## src/design/tpbi_ram.sv

```systemverilog
// Generic single-write, single-read RAM with registered read data.
module tpbi_ram #(
  parameter int W = 8,
  parameter int D = 16
) (
  input  logic                 clk,
  input  logic                 we,
  input  logic [$clog2(D)-1:0] waddr,
  input  logic [W-1:0]         wdata,
  input  logic [$clog2(D)-1:0] raddr,
  output logic [W-1:0]         rdata
);

  logic [W-1:0] mem [D];

  // Write and registered read.
  always_ff @(posedge clk) begin
    if (we) begin
      mem[waddr] <= wdata;
    end
    rdata <= mem[raddr];
  end

endmodule

```

## config.mk

```make
export PLATFORM = sky130hd
export DESIGN_NAME = tpbi_ram
export DESIGN_NICKNAME = d
export VERILOG_FILES = /design/src/design/tpbi_ram.sv
export SDC_FILE = /design/constraint.sdc
export NUM_CORES = 1
export LEC_CHECK = 0
export BUFFER_PORTS_ARGS = -buffer_cell sky130_fd_sc_hd__buf_2
export CAP_MARGIN = 20
export CORE_ASPECT_RATIO = 0.7
export CORE_MARGIN = 1
export CORE_UTILIZATION = 50
export CTS_CLUSTER_DIAMETER = 100
export CTS_CLUSTER_SIZE = 8
export DETAILED_ROUTE_END_ITERATION = 10
export GPL_ROUTABILITY_DRIVEN = 0
export PLACE_DENSITY = 0.67
export SYNTH_ARGS = -nofsm -noshare
export SYNTH_HDL_FRONTEND = slang
export SYNTH_SLANG_ARGS = --single-unit
```

## constraint.sdc

```tcl
create_clock -name clk -period 2.2 [get_ports clk]
set_clock_uncertainty 0.1 [all_clocks]
set_input_delay 0.33 -clock clk [delete_from_list [all_inputs] [get_ports clk]]
set_output_delay 0.33 -clock clk [all_outputs]
set_load 0.1 [all_outputs]
```

==> results of run 1 <==
-- final cells by class --
cell class                 instances  area, um2  area share (%)
tap                              128        160            2.58
clock inverter                    13        200            3.23
timing repair buffer              48        323            5.21
multi-input combinational         83       1060            17.1
sequential                       136       4000            64.6
clock buffer                      19        453            7.31
-- cells in the final DEF (no fill, tap or decap), drive strengths merged --
cell and instances:
a22oi 16, bufinv 5, nand2 9, and2b 1, nand3b 2, edfxtp 128, clkinvlp 1, buf 48
nor3 4, mux4 32, nor2 13, nand3 1, clkinv 7, nor2b 1, and2 1, dfxtp 8
nand2b 2, clkbuf 19, or3b 1
-- stage by stage --
stage / hold WS, ns / area, um2 / utilization, % / instances / worst slack, ns
detailed placement: 0.576 / 5540 / 56.4 / 395 / 0.276
global route: 0.193 / 6200 / 63.0 / 427 / 0.507
finish: 0.200 / 6200 / 63.0 / 427 / 0.539
floorplan: 0.329 / 5150 / - / 229 / 0.277
CTS: 0.186 / 6200 / 63.0 / 427 / 0.503
global placement: 0.554 / 5540 / 56.4 / 395 / 0.277
-- how the worst max path moves through the flow --
stage	slack (ns)	to	startpoint	depth (start not counted)
finish	0.54	rdata[6]	rdata[6]$_DFF_P_	1
global route	0.51	rdata[6]	rdata[6]$_DFF_P_	1
CTS	0.50	rdata[6]	rdata[6]$_DFF_P_	1
detailed placement	0.28	rdata[0]$_DFF_P_	raddr[0]	5
global placement	0.28	rdata[0]$_DFF_P_	raddr[0]	5
floorplan	0.28	mem[0][0]$_DFFE_PP_	waddr[2]	2
-- report_power, final --
group / internal (mW) / switching (mW)
sequential: 2.90 / 0.0198
clock: 2.06 / 1.02
combinational: 0.119 / 0.273
-- flip-flops by register name (all words and copies together) (netlist names) --
name	cells
mem	128
rdata	8
-- layer usage --
metal  part of all wire (%)  wire length, um
met5                      0                0
met4                    1.4              138
met3                    7.5              736
met2                     46             4580
met1                     45             4400
-- cell families after synthesis --
| kind of cell | count (synthesis) | share of synthesized area (%) |
|---|---|---|
| buf+inv | 10 | 1.68 |
| simple gates | 35 | 3.18 |
| mux | 32 | 15.0 |
| compound gates | 16 | 2.33 |
| flops | 136 | 77.8 |
==> impl_metrics.env, run 1 <==
export IMPL_total_power_mw=6.39
export IMPL_rsz0062_at_grt="false"
export IMPL_cp_required_ns=1.77
export IMPL_nFillCells=674
export IMPL_r2r_slack_ns=0.74
export IMPL_yosys_warnings=0
export IMPL_r2r_start="mem[5][0]$_DFFE_PP_"
export IMPL_antenna_found_initial=0
export IMPL_clkSinkCount=136
export IMPL_cts_buffer_depth=2
export IMPL_crit_type="reg -> out"
export IMPL_fmax_mhz=602
export IMPL_drtIter0Drc=191
export IMPL_num_io_pins=26
export IMPL_cts_buffers=17
export IMPL_drc=0
export IMPL_fin_crit_ns=1.66
export IMPL_cp_slowest_cell="buf_2"
export IMPL_cts_tree="done"
export IMPL_gr_max_usage_layer="met1"
export IMPL_reg2reg_to="rdata[0]$_DFF_P_"
export IMPL_drive_gt1_share_pct=33.1
export IMPL_htree_num_levels=4
export IMPL_initial_core_util_pct=52.3
export IMPL_cp_top_family="buffers and inverters"
export IMPL_status="finished, final reports clean"
export IMPL_grt_pass1_vias=2548
export IMPL_p_per_area_nw_per_um2=1030
export IMPL_area_growth_pct=20.4
export IMPL_dr_total_vias=2442
export IMPL_min_from="wdata[5]"
export IMPL_cts_setup_buffers=0
export IMPL_synth_top_area_cell="edfxtp_1"
export IMPL_whs_path_depth=1
export IMPL_leakage_nw=2.15
export IMPL_layout_nets=304
export IMPL_yosysSeqAreaShare_pct=77.8
export IMPL_hold_path_end="mem[4][5]$_DFFE_PP_"
export IMPL_synth_nets=247
export IMPL_reg2reg_depth=3
export IMPL_synth_edf_count=128
export IMPL_worstSetupEndpointType="output pin"
export IMPL_hpwl_mm=6.17
export IMPL_postCtsHoldBufs=0
export IMPL_synth_async_sr_flop_share_pct=0
export IMPL_first_pass_iters=4
export IMPL_core_area_um2=9830
export IMPL_critPathLaunchType="flop"
export IMPL_netlist_area_leader_share_pct=74.7
export IMPL_synth_most_common_cell="edfxtp_1"
export IMPL_crit_buf_inv=1
export IMPL_yosys_top_cells_area="edfxtp_1 (75%), mux4_2 (7.9%), mux4_1 (7.1%), dfxtp_1 (3.1%), a22oi_1 (2.3%)"
export IMPL_max_cap_viol_count=0
export IMPL_grt_pass1_wl_mm=15.1
export IMPL_globalRouteMet2Util_pct=30.1
export IMPL_finalHoldViolations=0
export IMPL_die_h_um=86.9
export IMPL_overflow=0
export IMPL_ctsResizeCount=0
export IMPL_rows=30
export IMPL_synth_cell_type_count=19
export IMPL_num_antenna_cells=0
export IMPL_setup_tns_ns=0
export IMPL_syn_inst=229
export IMPL_slew_violations=0
export IMPL_syn_area_um2=5150
export IMPL_period_share_pct=75.5
export IMPL_synth_seq_cells=136
export IMPL_ant_nets=0
export IMPL_gr_usage_all_layers_pct=21.1
export IMPL_tightest_slew_ns=0.491
export IMPL_worstSkewPairLatency_ns=0.41
export IMPL_cp_arrival_ns=1.23
export IMPL_use_met1_pct=30.4
export IMPL_cp_cell_sequence="buf_2"
export IMPL_peakVddDrop_uv=742
export IMPL_port_buffers=25
export IMPL_post_drt_wl_per_cell_um=23.1
export IMPL_synthFlopType="edfxtp_1"
export IMPL_clock_root_buffer="clkbuf_16"
export IMPL_avgSynthCellArea_um2=22.5
export IMPL_slowest_delay_ns=0.45
export IMPL_chipWidth_um=123
export IMPL_slew_headroom_pct=67.5
export IMPL_critPathMaxFanout=1
export IMPL_routed_wl_mm=9.86
export IMPL_yosys_top_cells_count="edfxtp_1 (128), mux4_2 (18), a22oi_1 (16)"
export IMPL_hp_class="in -> reg"
export IMPL_setup_violations=0
export IMPL_use_met3_pct=6.68
export IMPL_die_area_um2=10700
export IMPL_viasPerCell=5.72
export IMPL_path_clk_slew_ns=0.06
export IMPL_grt_max_degree=33
Note: power is estimated with default switching activity, not from simulation.
==> run 2: changes to the inputs <==
- PLACE_DENSITY: 0.67 -> 0.7
- clock period: 2.2 -> 1.5 ns (I/O delays scaled with it)
==> run 2 against run 1 <==
  * Via count up 1.6%
  * Critical endpoint is now rdata[3]$_DFF_P_
  * Setup slack worse by 0.49 ns
  * Sequential power up 47%
  * Sequential share of layout area up 0.30 points
==> impl_metrics.env, run 2 (same netlist as run 1, synthesis figures left out) <==
export IMPL_status="finished, final reports clean"
export IMPL_cts_buffer_depth=2
export IMPL_viasPerCell=5.70
export IMPL_peakVddDrop_uv=913
export IMPL_leakage_nw=2.12
export IMPL_drive_gt1_share_pct=34.9
export IMPL_crit_type="reg -> reg"
export IMPL_max_cap_viol_count=0
export IMPL_hold_worst_slack_ns=0.0976
export IMPL_drtIter0Drc=224
export IMPL_fmax_mhz=688
export IMPL_slowest_delay_ns=0.54
export IMPL_overflow=0
export IMPL_p_per_area_nw_per_um2=1370
export IMPL_cp_top_family="multiplexers"
export IMPL_gr_usage_all_layers_pct=21.5
export IMPL_total_power_mw=8.45
export IMPL_grt_pass1_vias=2621
export IMPL_num_antenna_cells=0
export IMPL_dr_total_vias=2480
export IMPL_area_growth_pct=19.8
export IMPL_tightest_slew_ns=0.828
export IMPL_dp_slack_ns=-0.236
export IMPL_drc=0
export IMPL_regMostFlops="mem"
export IMPL_fin_util_pct=62.7
export IMPL_die_h_um=86.9
export IMPL_layout_nets=312
export IMPL_cp_cell_sequence="mux4_1, a22oi_2, nand2_1"
export IMPL_num_io_pins=26
export IMPL_htree_num_levels=4
export IMPL_clock_root_buffer="clkbuf_16"
export IMPL_worst_slack_ns=0.0472
export IMPL_finalHoldViolations=0
export IMPL_cts_setup_buffers=0
export IMPL_worstSetupEndpointType="flop"
export IMPL_rsz0062_at_grt="false"
export IMPL_rows=30
export IMPL_period_share_pct=96.9
export IMPL_fin_crit_ns=1.45
export IMPL_path_clk_slew_ns=0.06
export IMPL_grt_pass1_wl_mm=15.3
export IMPL_crit_buf_inv=0
export IMPL_antenna_found_initial=0
export IMPL_mostFrequentLayoutCells="edfxtp_1 (128), buf_4 (32), mux4_2 (18), buf_2 (18), clkbuf_16 (17)"
export IMPL_cts_tree="done"
export IMPL_worstSkewPairLatency_ns=0.41
export IMPL_cts_buffers=17
export IMPL_routed_wl_mm=9.98
export IMPL_hp_class="in -> reg"
export IMPL_port_buffers=25
export IMPL_cp_arrival_ns=1.64
export IMPL_biggestRegsByFlops="mem x128, rdata x8"
export IMPL_largest_reg_flops=128
export IMPL_setup_violations=0
export IMPL_postCtsHoldBufs=0
export IMPL_final_common_cell="edfxtp_1"
export IMPL_critPathMaxFanout=1
export IMPL_critPathLaunchType="flop"
export IMPL_core_area_um2=9830
export IMPL_initial_core_util_pct=52.3
export IMPL_slew_violations=0
export IMPL_slew_headroom_pct=44.7
export IMPL_grt_max_degree=17
export IMPL_cp_slowest_cell="mux4_1"
export IMPL_ant_nets=0
export IMPL_first_pass_iters=4
export IMPL_chipWidth_um=123
export IMPL_setup_tns_ns=0
export IMPL_post_drt_wl_per_cell_um=22.9
export IMPL_die_area_um2=10700
export IMPL_cp_required_ns=1.69
export IMPL_clkSinkCount=136
export IMPL_hpwl_mm=6.63
[run 2: routing by layer]
layer	vias up	share of wire (%)	global-route usage (%)	wire (um)
li1	1107	-	-	-
met1	1272	44	30.3	4350
met2	93	47	32.4	4740
met3	8	8.3	6.41	829
met4	0	0.65	7.45	65
met5	-	0	0	0
[run 2: area by class of cell]
type / instances / area (um2)
sequential: 136 / 4000
timing repair buffer: 56 / 413
clock buffer: 18 / 429
clock inverter: 14 / 85.1
multi-input combinational: 83 / 1080
tap: 128 / 160
fill: 669 / 3670
[run 2: report_power, final]
group	leakage (nW)	switching, mW	internal, mW
Clock	0.248	1.48	2.08
Sequential	1.22	0.0308	4.25
Combinational	0.653	0.408	0.202
Total	2.12	1.92	6.53
[run 2: worst register-to-register path: cells and delay by family (launching register included)]
| kind | cells | cell delay [ns] |
|---|---|---|
| muxes | 1 | 0.54 |
| AOI/OAI and AO/OA | 1 | 0.24 |
| DFF | 1 | 0.37 |
| and+or+nand+nor | 1 | 0.08 |
[run 2: path summary, 6_finish.rpt]
kind                                      startpoint                  end  slack (ns)  depth (start not counted)
worst max-delay path            mem[10][3]$_DFFE_PP_     rdata[3]$_DFF_P_        0.05                          3
worst min-delay path                        wdata[0]  mem[8][0]$_DFFE_PP_         0.1                          1
worst max register to register  mem[10][3]$_DFFE_PP_     rdata[3]$_DFF_P_        0.05                          3
worst min register to register   mem[8][4]$_DFFE_PP_     rdata[4]$_DFF_P_        0.58                          3
[run 2: metrics by stage]
step	instance area, um2	std cells
3_3_place_gp	5630	403
6_report	6170	435
4_1_cts	6160	435
5_1_grt	6170	435
3_5_place_dp	5630	403
2_1_floorplan	5160	229
[run 2: repair_timing]
item,4_1_cts,5_1_grt
resized for setup,4,4
gates cloned,0,0
endpoints found under the setup margin,4,4
